==> config.mk <==
export PLATFORM = sky130hd
export DESIGN_NAME = radix_integer_to_ascii_top
export DESIGN_NICKNAME = d
export VERILOG_FILES = /design/src/rtl/rit_pkg.sv /design/src/rtl/rit_div.sv /design/src/rtl/rit_store.sv /design/src/rtl/radix_integer_to_ascii_top.sv
export VERILOG_INCLUDE_DIRS = /design/src /design/src/rtl
export SDC_FILE = /design/constraint.sdc
export NUM_CORES = 1
export LEC_CHECK = 0
export ABC_AREA = 1
export BUFFER_PORTS_ARGS = -buffer_cell sky130_fd_sc_hd__buf_2
export CORE_MARGIN = 5
export CORE_UTILIZATION = 55
export CTS_CLUSTER_DIAMETER = 50
export CTS_CLUSTER_SIZE = 8
export DETAILED_ROUTE_END_ITERATION = 10
export GPL_ROUTABILITY_DRIVEN = 0
export PLACE_DENSITY_LB_ADDON = 0.15
export SYNTH_ARGS = -nofsm -noshare
export SYNTH_HDL_FRONTEND = slang
export SYNTH_SLANG_ARGS = --single-unit
==> constraint.sdc <==
create_clock -name clk -period 2.2 [get_ports clk]
set_clock_uncertainty 0.15 [all_clocks]
set_input_delay 0.11 -clock clk [delete_from_list [all_inputs] [get_ports clk]]
set_output_delay 0.11 -clock clk [all_outputs]
set_load 0.03 [all_outputs]
==> src/rtl/radix_integer_to_ascii_top_defines.svh <==
// Assertion macros shared by the radix integer to ASCII converter.
`ifndef RADIX_INTEGER_TO_ASCII_TOP_DEFINES_SVH
`define RADIX_INTEGER_TO_ASCII_TOP_DEFINES_SVH

`ifndef SYNTHESIS
`define RIT_ASSERT(lbl, clk_s, rstn_s, prop, msg) \
	lbl: assert property (@(posedge clk_s) disable iff (!rstn_s) (prop)) else $error(msg);
`define RIT_ASSERT_NEXT(lbl, clk_s, rstn_s, ante, cons, msg) \
	lbl: assert property (@(posedge clk_s) disable iff (!rstn_s) (ante) |=> (cons)) \
		else $error(msg);
`else
`define RIT_ASSERT(lbl, clk_s, rstn_s, prop, msg)
`define RIT_ASSERT_NEXT(lbl, clk_s, rstn_s, ante, cons, msg)
`endif

`endif

==> src/rtl/rit_pkg.sv <==
// Shared types, constants and helper functions of the radix integer to ASCII converter.
package rit_pkg;

	localparam int VALUE_BITS_DEF = 32;
	localparam int DIGIT_SLOTS_DEF = 32;
	localparam int RADIX_W = 5;
	localparam int DIGIT_W = 4;
	localparam int CHAR_W = 7;

	localparam logic [RADIX_W-1:0] RADIX_RESET = 5'd10;
	localparam logic [RADIX_W-1:0] RADIX_MIN = 5'd2;
	localparam logic [RADIX_W-1:0] RADIX_MAX = 5'd16;
	localparam logic [DIGIT_W-1:0] DEC_LIMIT = 4'd10;
	localparam logic [CHAR_W-1:0] ASCII_ZERO = 7'h30;
	localparam logic [CHAR_W-1:0] ASCII_A = 7'h41;

	typedef struct packed {
		logic load;
		logic start;
		logic step;
	} div_ctl_t;

	typedef struct packed {
		logic we;
		logic re;
		logic load;
		logic last;
	} store_ctl_t;

	function automatic logic [RADIX_W-1:0] radix_clamp(input logic [RADIX_W-1:0] r);
		logic [RADIX_W-1:0] res;
		res = r;
		if (r < RADIX_MIN) begin
			res = RADIX_MIN;
		end else if (r > RADIX_MAX) begin
			res = RADIX_MAX;
		end
		return res;
	endfunction

	function automatic logic [CHAR_W-1:0] digit_to_ascii(input logic [DIGIT_W-1:0] d);
		logic [CHAR_W-1:0] res;
		if (d < DEC_LIMIT) begin
			res = ASCII_ZERO + CHAR_W'(d);
		end else begin
			res = ASCII_A + CHAR_W'(d - DEC_LIMIT);
		end
		return res;
	endfunction

endpackage

==> src/rtl/rit_div.sv <==
// Bit-serial restoring divider that yields one digit of the value per pass.
module rit_div #(
	parameter int VALUE_BITS = rit_pkg::VALUE_BITS_DEF
) (
	input  logic                          clk,
	input  rit_pkg::div_ctl_t             ctl,
	input  logic [VALUE_BITS-1:0]         value,
	input  logic [rit_pkg::RADIX_W-1:0]   radix,
	output logic [rit_pkg::DIGIT_W-1:0]   rem,
	output logic                          nz
);
	import rit_pkg::*;

	logic [VALUE_BITS-1:0] q_q;
	logic [DIGIT_W-1:0]    rem_q;
	logic                  nz_q;
	logic [RADIX_W-1:0]    partial;
	logic [RADIX_W-1:0]    diff;
	logic                  ge;

	assign partial = {rem_q, q_q[VALUE_BITS-1]};
	assign diff    = partial - radix;
	assign ge      = (partial >= radix);

	always_ff @(posedge clk) begin
		if (ctl.load) begin
			q_q   <= value;
			rem_q <= '0;
			nz_q  <= 1'b0;
		end else if (ctl.start) begin
			rem_q <= '0;
			nz_q  <= 1'b0;
		end else if (ctl.step) begin
			q_q   <= {q_q[VALUE_BITS-2:0], ge};
			rem_q <= ge ? diff[DIGIT_W-1:0] : partial[DIGIT_W-1:0];
			nz_q  <= nz_q | ge;
		end
	end

	assign rem = rem_q;
	assign nz  = nz_q;

endmodule

==> src/rtl/rit_store.sv <==
// Digit store memory and registered character output stage.
module rit_store #(
	parameter int DIGIT_SLOTS = rit_pkg::DIGIT_SLOTS_DEF
) (
	input  logic                              clk,
	input  logic                              arst_n,
	input  rit_pkg::store_ctl_t               ctl,
	input  logic [$clog2(DIGIT_SLOTS)-1:0]    waddr,
	input  logic [rit_pkg::DIGIT_W-1:0]       wdata,
	input  logic [$clog2(DIGIT_SLOTS)-1:0]    raddr,
	output logic                              out_valid,
	input  logic                              out_stall,
	output logic [rit_pkg::CHAR_W-1:0]        digit_char,
	output logic                              last_digit
);
	import rit_pkg::*;

	logic [DIGIT_W-1:0] mem [DIGIT_SLOTS];
	logic [DIGIT_W-1:0] rdata_q;
	logic [CHAR_W-1:0]  char_q;
	logic               last_q;
	logic               valid_q;

	always_ff @(posedge clk) begin
		if (ctl.we) begin
			mem[waddr] <= wdata;
		end
		if (ctl.re) begin
			rdata_q <= mem[raddr];
		end
		if (ctl.load) begin
			char_q <= digit_to_ascii(rdata_q);
			last_q <= ctl.last;
		end
	end

	always_ff @(posedge clk or negedge arst_n) begin
		if (!arst_n) begin
			valid_q <= 1'b0;
		end else if (ctl.load) begin
			valid_q <= 1'b1;
		end else if (!out_stall) begin
			valid_q <= 1'b0;
		end
	end

	assign out_valid  = valid_q;
	assign digit_char = char_q;
	assign last_digit = last_q;

endmodule

==> src/rtl/radix_integer_to_ascii_top.sv <==
// Each digit is divided out bit-serially over all VALUE_BITS bits of the value and then
// written to the digit store; each character is then read back from the store and loaded
// into the output register, and the load waits while the output is stalled. The next
// request is taken once the last character is in the output register. Reset clears
// control state and the digit count and sets the radix to ten; the digit store is not
// cleared.
`include "radix_integer_to_ascii_top_defines.svh"

module radix_integer_to_ascii_top #(
	parameter int VALUE_BITS  = rit_pkg::VALUE_BITS_DEF,
	parameter int DIGIT_SLOTS = rit_pkg::DIGIT_SLOTS_DEF
) (
	input  logic                            clk,
	input  logic                            arst_n,
	input  logic                            cfg_wr_en,
	input  logic [rit_pkg::RADIX_W-1:0]     cfg_wr_data,
	input  logic                            in_valid,
	output logic                            in_stall,
	input  logic [VALUE_BITS-1:0]           value,
	output logic                            out_valid,
	input  logic                            out_stall,
	output logic [rit_pkg::CHAR_W-1:0]      digit_char,
	output logic                            last_digit
);
	import rit_pkg::*;

	localparam int IDX_W = $clog2(DIGIT_SLOTS);
	localparam int CNT_W = $clog2(DIGIT_SLOTS + 1);
	localparam int BIT_W = $clog2(VALUE_BITS);
	localparam logic [BIT_W-1:0] BIT_LAST = BIT_W'(VALUE_BITS - 1);
	localparam logic [CNT_W-1:0] SLOTS_C = CNT_W'(DIGIT_SLOTS);

	localparam logic [2:0] ST_IDLE  = 3'd0;
	localparam logic [2:0] ST_DIV   = 3'd1;
	localparam logic [2:0] ST_STORE = 3'd2;
	localparam logic [2:0] ST_RD    = 3'd3;
	localparam logic [2:0] ST_LD    = 3'd4;

	logic [2:0]         state_q, state_d;
	logic [BIT_W-1:0]   bit_q, bit_d;
	logic [CNT_W-1:0]   n_q, n_d;
	logic [IDX_W-1:0]   ridx_q, ridx_d;
	logic [RADIX_W-1:0] radix_q;
	logic [RADIX_W-1:0] radix_eff;
	logic [DIGIT_W-1:0] div_rem;
	logic               div_nz;
	logic               accept;
	logic               out_free;
	div_ctl_t           div_ctl;
	store_ctl_t         st_ctl;

	assign radix_eff = radix_clamp(radix_q);
	assign out_free  = !out_valid || !out_stall;
	assign in_stall  = (state_q != ST_IDLE);
	assign accept    = in_valid && !in_stall;

	always_comb begin
		state_d = state_q;
		bit_d   = bit_q;
		n_d     = n_q;
		ridx_d  = ridx_q;
		div_ctl = '0;
		st_ctl  = '0;
		case (state_q)
			ST_IDLE: begin
				if (accept) begin
					div_ctl.load = 1'b1;
					bit_d        = '0;
					n_d          = '0;
					state_d      = ST_DIV;
				end
			end
			ST_DIV: begin
				div_ctl.step = 1'b1;
				bit_d        = bit_q + 1'b1;
				if (bit_q == BIT_LAST) begin
					state_d = ST_STORE;
				end
			end
			ST_STORE: begin
				st_ctl.we = 1'b1;
				n_d       = n_q + 1'b1;
				bit_d     = '0;
				if (!div_nz || (n_q + 1'b1) == SLOTS_C) begin
					ridx_d  = n_q[IDX_W-1:0];
					state_d = ST_RD;
				end else begin
					div_ctl.start = 1'b1;
					state_d       = ST_DIV;
				end
			end
			ST_RD: begin
				st_ctl.re = 1'b1;
				state_d   = ST_LD;
			end
			ST_LD: begin
				if (out_free) begin
					st_ctl.load = 1'b1;
					st_ctl.last = (ridx_q == '0);
					if (ridx_q == '0) begin
						state_d = ST_IDLE;
					end else begin
						ridx_d  = ridx_q - 1'b1;
						state_d = ST_RD;
					end
				end
			end
			default: begin
				state_d = ST_IDLE;
			end
		endcase
	end

	always_ff @(posedge clk or negedge arst_n) begin
		if (!arst_n) begin
			state_q <= ST_IDLE;
			bit_q   <= '0;
			n_q     <= '0;
			ridx_q  <= '0;
			radix_q <= RADIX_RESET;
		end else begin
			state_q <= state_d;
			bit_q   <= bit_d;
			n_q     <= n_d;
			ridx_q  <= ridx_d;
			if (cfg_wr_en) begin
				radix_q <= cfg_wr_data;
			end
		end
	end

	rit_div #(
		.VALUE_BITS(VALUE_BITS)
	) u_div (
		.clk   (clk),
		.ctl   (div_ctl),
		.value (value),
		.radix (radix_eff),
		.rem   (div_rem),
		.nz    (div_nz)
	);

	rit_store #(
		.DIGIT_SLOTS(DIGIT_SLOTS)
	) u_store (
		.clk        (clk),
		.arst_n     (arst_n),
		.ctl        (st_ctl),
		.waddr      (n_q[IDX_W-1:0]),
		.wdata      (div_rem),
		.raddr      (ridx_q),
		.out_valid  (out_valid),
		.out_stall  (out_stall),
		.digit_char (digit_char),
		.last_digit (last_digit)
	);

	`RIT_ASSERT_NEXT(a_accept_starts_div, clk, arst_n, accept, (state_q == ST_DIV) && (bit_q == '0), "request did not start a division")
	`RIT_ASSERT(a_count_bound, clk, arst_n, n_q <= SLOTS_C, "digit count exceeds the store depth")
	`RIT_ASSERT(a_no_overwrite, clk, arst_n, !st_ctl.load || !out_valid || !out_stall, "output register overwritten while stalled")
	`RIT_ASSERT_NEXT(a_last_ends, clk, arst_n, (state_q == ST_LD) && out_free && (ridx_q == '0), (state_q == ST_IDLE) && out_valid && last_digit, "final character not flagged")

endmodule
# Word level (Yosys, flattened, before mapping)
# Memories as Yosys holds them, arrays and structs flattened. A register that Yosys moved wholly into a read port is not among the register bits.
# Index checks and enable logic that the tools add are counted.
# classes
add_sub_neg,7
magnitude_cmp,4
eq_ne,13
mux,34
n_bitwise,1
reduce_logical,21
# ops
cell,count
32-bit two-way mux,3
5-bit two-way mux,6
3-bit one-hot mux with 5 select lines,1
5-bit one-hot mux with 3 select lines,1
6-bit one-hot mux with 2 select lines,1
1-bit two-way mux,11
"2-bit != test, second input constant",5
5-bit one-hot mux with 2 select lines,1
3-bit two-way mux,3
2-bit two-way mux,4
2-bit AND reduction,4
"6-bit by 4-bit adder with 7-bit output, first input constant",1
"7-bit adder, first input constant",1
7-bit two-way mux,1
"6-bit by 1-bit adder with 6-bit output, second input constant",1
"3-bit by 2-bit == test with 1-bit output, second input constant",2
"6-bit == test, second input constant",1
6-bit two-way mux,1
2-bit nonzero test,3
3-bit nonzero test,2
"5-bit by 1-bit adder with 5-bit output, second input constant",1
"5-bit == test, second input constant",1
5-bit >= comparator,1
"5-bit greater-than comparator, second input constant",1
18 further kinds,23
# totals
regBits,70
ram_bits,128
input_bits,42
mem_count,1
# mem_list
memory,words,word_bits,rd,rd_clocked_by_memory_dff,wr,line_no,text
u_store.mem,32,4,1,1,1,rit_store.sv:18,logic [DIGIT_W-1:0] mem [DIGIT_SLOTS];

# Logic depth before layout (Yosys ltp)
# Gate-level depths: netlist (run 1).
# depth
word_depth,7
ltp_mapped,15
depth_no_buf,15

# By module
# From an unflattened synthesis (run 1), not the netlist that was laid out.
# hier_totals
cells_unflattened,921
area_unflattened_um2,9267.6
# by_module_without_submodules
module,n_inst,cells_per_inst,area_each_um2,seq_area_each_um2
rit_store,1,526,6000.8,4229.1
rit_div,1,214,1861.8,1061.0
radix_integer_to_ascii_top,1,181,1405.1,603.1

# Worst setup path before layout (run 1)
# OpenSTA, ideal clock, no wires.
# synth_timing
path_type,register to register
from,reg state_q[1]
to,"reg u_div.q_q[0], enable pin"
setup_ps,387
arrival_ps,1780
setup_slack_ps,-117
stages_incl_launch_ff,9
period_less_slack_ps,2317
path_cell_list,dfrtp_1 -> inv_1 -> nand2_1 -> nor2_2 -> nand2_2 -> inv_2 -> buf_2 -> nor2_1 -> inv_1
# synth_between
elab_chain_cells,7
elab_cells_between_ends,13
# synth_rtl
element,line_no,text
"start, declared",radix_integer_to_ascii_top.sv:39,"logic [2:0] state_q, state_d;"
"start signal, assigned",radix_integer_to_ascii_top.sv:122,state_q <= state_d;
3-bit nonzero test,radix_integer_to_ascii_top.sv:54,assign in_stall = (state_q != ST_IDLE);
1-bit logical NOT,radix_integer_to_ascii_top.sv:55,assign accept = in_valid && !in_stall;
1-bit logical AND,radix_integer_to_ascii_top.sv:55,
1-bit two-way mux,radix_integer_to_ascii_top.sv:66,if (accept) begin
1-bit two-way mux,radix_integer_to_ascii_top.sv:64,case (state_q)
2-bit by 1-bit != test with 1-bit output (no line) or 2-bit nonzero test (tied branches),-,
2-bit AND reduction (no line) (*),-,
"end signal, assigned",rit_div.sv:27,q_q <= value;
"end signal, assigned",rit_div.sv:34,"q_q <= {q_q[VALUE_BITS-2:0], ge};"
"end, declared",rit_div.sv:14,logic [VALUE_BITS-1:0] q_q;
# Mark *: on every way between the ends. The rest lies on a longest branch, timed or not.
# A chain may end at the register's enable or synchronous reset.

# Final worst setup path (run 1)
# layout_timing
from,reg radix_q[1]
to,"reg u_div.rem_q[2], in the netlist u_div.rem[2]"
# layout_between
elab_chain_cells,5
elab_cells_between_ends,7
# layout_rtl
element,line_no,text
"start, declared",radix_integer_to_ascii_top.sv:43,logic [RADIX_W-1:0] radix_q;
"start signal, assigned",radix_integer_to_ascii_top.sv:127,radix_q <= cfg_wr_data;
5-bit greater-than comparator,rit_pkg.sv:35,end else if (r > RADIX_MAX) begin
5-bit two-way mux,rit_pkg.sv:35,
5-bit two-way mux (*),rit_pkg.sv:33,if (r < RADIX_MIN) begin
4-bit subtractor or 5-bit >= comparator (tied branches),"rit_div.sv:22, rit_div.sv:23",
4-bit two-way mux (*),rit_div.sv:35,rem_q <= ge ? diff[DIGIT_W-1:0] : partial[DIGIT_W-1:0];
"end signal, assigned",rit_div.sv:35,
"end, declared",rit_div.sv:15,logic [DIGIT_W-1:0] rem_q;
# Marks and branches as above.

==> results by group, run 1 <==
Floorplan
  • Die area: 19400 um2
  • Width of the die: 139 um
  • Die Y-Extent: 139 um
  • I/O pin count: 52
  • Core box area: roughly 16000 um2
  • Initial core utilization: 0.558
  • Rows: 47

STA
  • # setup viols final: 0
  • Post-route minimum period: 2.14 ns
  • Fin crit share: 0.972
  • Relative slew slack: 0.313
  • Fin. Hold Viols: 0
  • Max Clock Freq: 468 MHz
  • Max-slew violations: 0
  • WHS: 0.243 ns
  • Worst-Margin Slew: 1.03 ns

Worst setup path
  • Crit path cell chain: nor2_2 -> nand2_2 -> o21ai_1 -> nand2_1 -> ha_4 -> nand2_1 -> nand2_2 -> a21oi_4 -> nand3_4 -> nand2_1 -> nand2_1 -> nor2_1 -> nor2_2
  • Type of the worst setup path: reg -> reg
  • Crit start category: flip-flop
  • Req. time, crit path: 2.47 ns
  • CP Max Fanout: 5
  • WP buf/inv: 0
  • Crit Reg-Reg Endpoint: u_div.rem[2]$_SDFFE_PP0P_
  • Critical path endpoint category: flip-flop
  • Crit-path max cell delay: 0.54 ns
  • CP arrival: between 2 and 2.5 ns
  • R2R depth: 13
  • CP most frequent cell: nand2_1
  • Reg-to-Reg Start: radix_q[1]$_DFFE_PN1P_
  • R2R setup slack: 0.06 ns
  • CP top delay family: simple AND/OR/NAND/NOR gates
  • Slowest CP cell: dfstp_2

Finish
  • Most frequent cells in the layout: 339 x nand2_1, 172 x edfxtp_1, 99 x nand3_1, 66 x nor2_1
  • Ratio of cells with drive above 1 in the final layout: 0.150
  • Fin cells: approximately 1.3k
  • Post-layout nets: 1093
  • Most common cell after layout, fill and taps aside: nand2_1
  • Diodes inserted: 0
  • P&R area growth vs syn: 21.0%

CTS
  • Root Buffer: clkbuf_16
  • CTS sink count: 202
  • Cts bufs inserted: 29
  • Clock latency on the worst-skew pair: between 0.5 and 0.6 ns
  • CTS tree: done
  • Clk pin slew, worst setup/hold paths: 0.05 ns
  • Clock Tree Buf Depth: 3
  • H-Tree Depth: 1

Yosys
  • Prevailing post-synth register cell: edfxtp_1
  • Cell Area, Synth: between 9000 and 10000 um2
  • #FFs+latches synth: 202
  • Syn avg cell area: just over 10 um2
  • Number of flops mapped to enable cells by yosys: 172
  • Post-synthesis cell type count: 41
  • Syn. warnings: 0
  • Synth Net Count: 971
  • Seq/Total Area, Yosys: 0.641
  • Mapped Cells: approximately 910
  • Synth async-reset ratio: 0.124

Routing
  • DRC Markers: 0
  • Antenna viol nets, final: 0
  • Post-detailed-routing wire length: 20400 um
  • Routed WL per cell: 16.0 um
  • Pre-antenna DRT Iters: 5
  • Initial DRC count: 470
  • Via-to-Cell Ratio: slightly above 5
  • Via count: 6614

Global routing
  • Vias in the first global route: around 6.4k
  • First-pass GRT wire length: 32700 um
  • GRT Util Overall: 0.207
  • Largest net degree at the start of global routing: 69
  • Initial antenna violation count: 0
  • GR Overflow Total: 0

Hold path
  • HP Class: in -> reg
  • Worst hold path depth: 4
  • Hold Path End: u_div.q_q[25]$_DFFE_PP_
  • Hold path start: value[25]

Power and ir drop
  • Overall power: 13.9 mW
  • VDD IR max: 0.848 mV
  • Power Density: 1250 nW/um2
  • Pleak: roughly 4.6 nW

Placed design
  • PortBufs: 51
  • Dpl cells: 1169
  • DPL Wire Length: between 10000 and 15000 um

Run status
  • Status: finished clean

Run
  • Number of max-cap violations: 0
flip-flops by register name, indices dropped and copies added, names as in the netlist:
signal	flops
u_store.last_digit	1
state_q	3
u_div.nz	1
u_div.q_q	32
n_q	6
u_store.mem	128
u_store.digit_char	7
radix_q	5
u_store.out_valid	1
u_div.rem	4
bit_q	5
u_store.rdata_q	4
ridx_q	5
layer usage:
layer / global-route usage / up-vias / wire (um)
met3: 0.0319 / 29 / 993
li1: - / 3296 / -
met1: 0.284 / 3117 / 8930
met5: 0 / - / 0
met2: 0.351 / 172 / 10100
met4: 0.0505 / 0 / 374
how the worst max path moves through the flow:
stage                                      endpoint  slack (ns)  cells after the start                   start
after floorplan              u_div.q_q[0]$_DFFE_PP_        0.11                      6  state_q[2]$_DFFE_PN0P_
after global placement    u_div.rem[2]$_SDFFE_PP0P_        0.01                     13  radix_q[2]$_DFFE_PN0P_
after detailed placement  u_div.rem[2]$_SDFFE_PP0P_       -0.06                     13  radix_q[2]$_DFFE_PN0P_
after CTS                 u_div.rem[2]$_SDFFE_PP0P_        0.04                     13  radix_q[2]$_DFFE_PN0P_
after global routing      u_div.rem[2]$_SDFFE_PP0P_       -0.04                     13  radix_q[1]$_DFFE_PN1P_
final                     u_div.rem[2]$_SDFFE_PP0P_        0.06                     13  radix_q[1]$_DFFE_PN1P_
tightest hold or removal path: stages:
cell	delay, ns
dlygate4sd3_1	0.52
buf_2	0.09
nand2_1	0.04
nand2_1	0.04
cell usage after synthesis, types with 2 or more instances:
master	instances	area share
buf_4	3	0.0024
xor2_1	2	0.0019
ha_1	17	0.023
nand2_1	342	0.14
a22o_1	2	0.0019
inv_2	8	0.0033
inv_1	44	0.018
dfstp_2	2	0.0057
or2_2	4	0.0027
mux2_2	2	0.0024
nand2_2	3	0.0020
a21oi_1	23	0.013
dfrtp_1	23	0.063
nor2_2	3	0.0020
nand3_4	2	0.0038
edfxtp_1	172	0.56
nor3_1	3	0.0016
clkbuf_1	6	0.0024
buf_2	24	0.013
nor2_1	68	0.028
buf_6	7	0.0086
o21ai_0	22	0.012
o22ai_1	2	0.0014
nand3_1	100	0.054
dfxtp_1	5	0.011
nand4_1	3	0.0020
nand3_2	5	0.0054
report_power, final:
part / switching (mW) / total, mW / leakage, nW / internal [mW]
registers: 0.271 / 5.58 / 1.95 / 5.31
logic: 2.93 / 4.31 / 2.22 / 1.38
clock network: 1.52 / 4.01 / 0.399 / 2.48
metrics by stage:
| stage | setup TNS (ns) | cell area [um2] | worst slack (ns) | util |
|---|---|---|---|---|
| 2_1_floorplan | 0 | 9200 | 0.111 | - |
| 3_3_place_gp | 0 | 9700 | 0.0133 | 0.589 |
| 3_5_place_dp | -0.159 | 9700 | -0.0576 | 0.589 |
| 4_1_cts | 0 | 11100 | 0.0370 | 0.671 |
| 5_1_grt | -0.0905 | 11100 | -0.0429 | 0.675 |
| 6_report | 0 | 11100 | 0.0611 | 0.675 |
logic make-up (layout without fill, tap and decap cells):
family,after synthesis,after routing,share of synthesized area
adders and majority gates,18,18,0.0253
muxes,2,2,0.00245
xor gates and xnor gates,3,3,0.00286
buffers and inverters,94,238,0.0487
DFF,202,202,0.641
and+or+nand+nor,537,538,0.246
AOI/OAI and AO/OA,55,55,0.0336
cell type report:
type | instances | area, um2
clock buffer | 52 | 822
multi-input combinational | 616 | 2920
clock inverter | 2 | 13.8
timing repair buffer | 131 | 996
tap | 220 | 275
inverter | 53 | 204
sequential | 202 | 5890
fill | 1293 | 5350
what timing repair did:
action	CTS	global route
setup endpoints to repair	5	6
resized for setup	1	13
pin swaps	0	10
hold endpoints to repair	66	0
setup buffers	0	1
hold buffers	51	0
gates cloned	0	1
Note: power is estimated with default switching activity, not from simulation.
==> run 2: changes to the inputs <==
--- a/config.mk
+++ b/config.mk
@@ -6,7 +6,6 @@
 export SDC_FILE = /design/constraint.sdc
 export NUM_CORES = 1
 export LEC_CHECK = 0
-export ABC_AREA = 1
 export BUFFER_PORTS_ARGS = -buffer_cell sky130_fd_sc_hd__buf_2
 export CORE_MARGIN = 5
 export CORE_UTILIZATION = 55
==> run 2 against run 1 <==
Compared with the run above:
- the flow now finishes with violations (negative setup slack)
- combinational power up 7.9%
- largest power group unchanged
- highest routed layer unchanged
- area after synthesis down 3.8%
- clock power up 7.2%
- via count down 13%
- sequential share of layout area down 0.33 points
==> results by group, run 2 <==
Finish
  • Reg with most FFs: u_store.mem
  • Post-layout nets: 826 (-24%)
  • Most frequent cells in the layout: 172 x edfxtp_1, 56 x nor2_1, 51 x buf_2, 50 x mux2i_1, 48 x dlygate4sd3_1
  • Ratio of cells with drive above 1 in the final layout: 0.271 (+0.121)
  • Max reg flops: 128 (unchanged)
  • Diodes inserted: 0 (unchanged)
  • Fin cells: 1006 (-21%)
  • # fillers: 1039 (-20%)
  • P&R area growth vs syn: 26.6%
  • Most common cell after layout, fill and taps aside: edfxtp_1
  • Non-Filler Cell Area, Final: 11200 um2 (+0.66%)

STA
  • Post-route minimum period: 2.33 ns (+0.196 ns)
  • Final WS setup: -0.135 ns (-0.196 ns)
  • Relative slew slack: 0.588 (+0.275)
  • # setup viols final: 4 (+4)
  • Fin crit share: 1.06 (+0.0891)
  • Fin. Hold Viols: 0 (unchanged)
  • RSZ-0062 raised after global routing: true
  • Max-slew violations: 0 (unchanged)
  • Max Clock Freq: 428 MHz (-8.4%)
  • Worst-Margin Slew: 0.617 ns (-0.411 ns)

Worst setup path
  • Type of the worst setup path: reg -> reg
  • R2R setup slack: -0.13 ns (-0.20 ns)
  • Req. time, crit path: 2.47 ns (about the same)
  • Crit start category: flip-flop
  • CP Max Fanout: 4 (-1)
  • Critical path endpoint category: flip-flop
  • CP arrival: 2.61 ns (+0.21 ns)

Routing
  • Post-detailed-routing wire length: 19800 um (-2.9%)
  • Via count: 5731 (-13%)
  • Pre-antenna DRT Iters: 5 (unchanged)
  • Antenna viol nets, final: 0 (unchanged)
  • Routed WL per cell: 19.7 um (+23%)
  • Via-to-Cell Ratio: 5.70 (+9.9%)
  • DRC Markers: 0 (unchanged)
  • Initial DRC count: 433 (-7.9%)

Floorplan
  • Width of the die: 137 um (-1.8%)
  • Initial core utilization: 0.559 (about the same)
  • Die Y-Extent: 137 um (-1.8%)
  • Core box area: 15800 um2 (-3.9%)
  • I/O pin count: 52 (unchanged)
  • Die area: 18700 um2 (-3.5%)
  • Rows: 46 (-2.1%)

Global routing
  • GR Overflow Total: 0 (unchanged)
  • Met2 Resource Use GR: 0.383 (+0.0325)
  • Initial antenna violation count: 0 (unchanged)
  • GRT Util Overall: 0.215 (+0.00811)
  • Routing usage on met1: 0.270 (-0.0142)
  • First-pass GRT wire length: 31100 um (-5.1%)
  • Largest net degree at the start of global routing: 37 (-46%)
  • M3 GR Usage: 0.0430 (+0.0111)
  • GRT Max-Usage Layer: met2
  • Vias in the first global route: 6003 (-6.0%)

Yosys
  • Most area-consuming cells after synthesis: edfxtp_1 58%, dfrtp_1 6.5%, mux2i_1 5.7%
  • #FFs+latches synth: 202 (unchanged)
  • Post-synth top cells: 172 x edfxtp_1, 63 x nor2_1, 50 x mux2i_1
  • Syn. warnings: 0 (unchanged)
  • Number of flops mapped to enable cells by yosys: 172 (unchanged)
  • Mapped Cells: 620 (-32%)
  • Area leader, netlist: edfxtp_1
  • Synth Area in Compound Gates: 0.0736 (+0.0399)
  • Prevailing post-synth register cell: edfxtp_1
  • Synth Net Count: 680 (-30%)
  • Main combinational cell family by area after synthesis: multiplexers
  • Count leader, synth: edfxtp_1
  • XOR/XNOR share of the synthesized area: 0.00594 (+0.00308)
  • Cell Area, Synth: 8840 um2 (-3.8%)
  • Synth Area in Simple Gates: 0.0853 (-0.161)
  • Syn avg cell area: 14.3 um2 (+41%)
  • Mux contribution to synthesized area: 0.123 (+0.120)
  • Synth async-reset ratio: 0.124 (unchanged)
  • Adder-Cell Fraction of Synth Area: 0.0263 (+0.000999)
  • Post-synthesis cell type count: 54 (+32%)
  • Seq/Total Area, Yosys: 0.666 (+0.0253)
  • Synth top area share: 0.584 (+0.0222)

Power and ir drop
  • VDD IR max: 0.909 mV (+7.2%)
  • Pleak: 3.99 nW (-13%)
  • Power Density: 1310 nW/um2 (+4.8%)

CTS
  • H-Tree Depth: 1 (unchanged)
  • Clk pin slew, worst setup/hold paths: 0.05 ns (about the same)
  • CTS sink count: 202 (unchanged)
  • Clock Tree Buf Depth: 3 (unchanged)
  • Clock latency on the worst-skew pair: 0.52 ns (about the same)
  • Cts bufs inserted: 30 (+3.4%)
  • Root Buffer: clkbuf_16
  • CTS tree: done

Placed design
  • PortBufs: 51 (unchanged)
  • Dpl cells: 900 (-23%)
  • Placed Area: 9690 um2 (-0.10%)
  • DPL Wire Length: 12100 um (-0.27%)
  • Pre-CTS setup slack: -0.228 ns (-0.171 ns)

Run status
  • Failing checks: negative setup slack
  • Status: finished, violations left

Run
  • Number of max-cap violations: 0 (unchanged)

Hold path
  • HP Class: in -> reg
-- run 2: cell types whose count changed in the layout (fill, tap and decap cells not counted), sizes merged, moves of 26 or more --
| cell | delta |
|---|---|
| nand2 | -312 |
| nand3 | -97 |
| mux2i | +50 |
| inv | -38 |
| mux2 | +34 |
| a22oi | +26 |
-- run 2: path summary, 6_finish.rpt --
path,from,endpoint,cells past startpoint
min in group asynchronous,arst_n,bit_q[1]$_DFFE_PN0P_,3
worst min-delay path,value[18],u_div.q_q[18]$_DFFE_PP_,3
worst min register to register,u_div.nz$_SDFFE_PP0P_,u_div.nz$_SDFFE_PP0P_,2
worst max-delay path,radix_q[3]$_DFFE_PN1P_,u_div.rem[1]$_SDFFE_PP0P_,9
max in group asynchronous,arst_n,ridx_q[4]$_DFFE_PN0P_,4
worst max register to register,radix_q[3]$_DFFE_PN1P_,u_div.rem[1]$_SDFFE_PP0P_,9
-- run 2: per-layer routing --
metal | wire (um) | vias to the layer above | part of all wire
met2 | 10400 | 159 | 0.52
met5 | 0 | - | 0
met4 | 348 | 0 | 0.018
met1 | 7970 | 2878 | 0.40
li1 | - | 2663 | -
met3 | 1150 | 31 | 0.058
-- run 2: per-stage QoR --
stage               TNS [ns]  total power [mW]  utilization  hold slack [ns]
floorplan             -0.309              8.61            -           -0.336
global placement      -0.479              9.89        0.612        -0.000542
detailed placement    -0.978              10.1        0.612          0.00569
CTS                   -0.405              14.6        0.704            0.246
global route          -0.849              15.3        0.707            0.285
finish                -0.329              14.7        0.707            0.281
-- run 2: layout make-up --
| class | count | area (um2) | share of cell area |
|---|---|---|---|
| clock inverters | 3 | 38.8 | 0.00346 |
| repair buffers | 144 | 1140 | 0.102 |
| well taps | 216 | 270 | 0.0241 |
| inverters | 14 | 52.6 | 0.00469 |
| flip-flops and latches | 202 | 5900 | 0.527 |
| multi-input cells | 374 | 2920 | 0.261 |
| clock buffers | 53 | 878 | 0.0785 |
-- run 2: kinds of logic (layout without fill, tap and decap cells) --
logic type | Yosys count | count (layout)
AO/OA/AOI/OAI | 99 | 99
XOR/XNOR | 6 | 6
multiplexers | 94 | 94
buffers and inverters | 44 | 214
AND/OR/NAND/NOR | 157 | 157
adder cells (fa/ha/maj) | 18 | 18
flip-flops | 202 | 202
-- run 2: what timing repair did --
item                                    CTS  global route
buffers inserted                          2             0
hold endpoints to repair                 77             0
gates resized for setup                   8            13
hold buffers                             48             0
pin swaps                                10             1
endpoints found under the setup margin    8            46
-- run 2: where the power goes --
| part | internal (mW) | switching [mW] | leakage, nW |
|---|---|---|---|
| Combinational | 2.06 | 2.58 | 1.61 |
| Clock | 2.78 | 1.53 | 0.440 |
| Sequential | 5.34 | 0.378 | 1.94 |
| Total | 10.2 | 4.49 | 3.99 |
-- run 2: critical path, cell delays in order, from the launching register on --
cell	delay, ns
dfstp_2	0.37
buf_4	0.13
o311a_1	0.35
ha_2	0.20
nor2b_4	0.15
o311ai_4	0.10
a31o_2	0.29
buf_6	0.13
and3_4	0.16
nor4_2	0.23
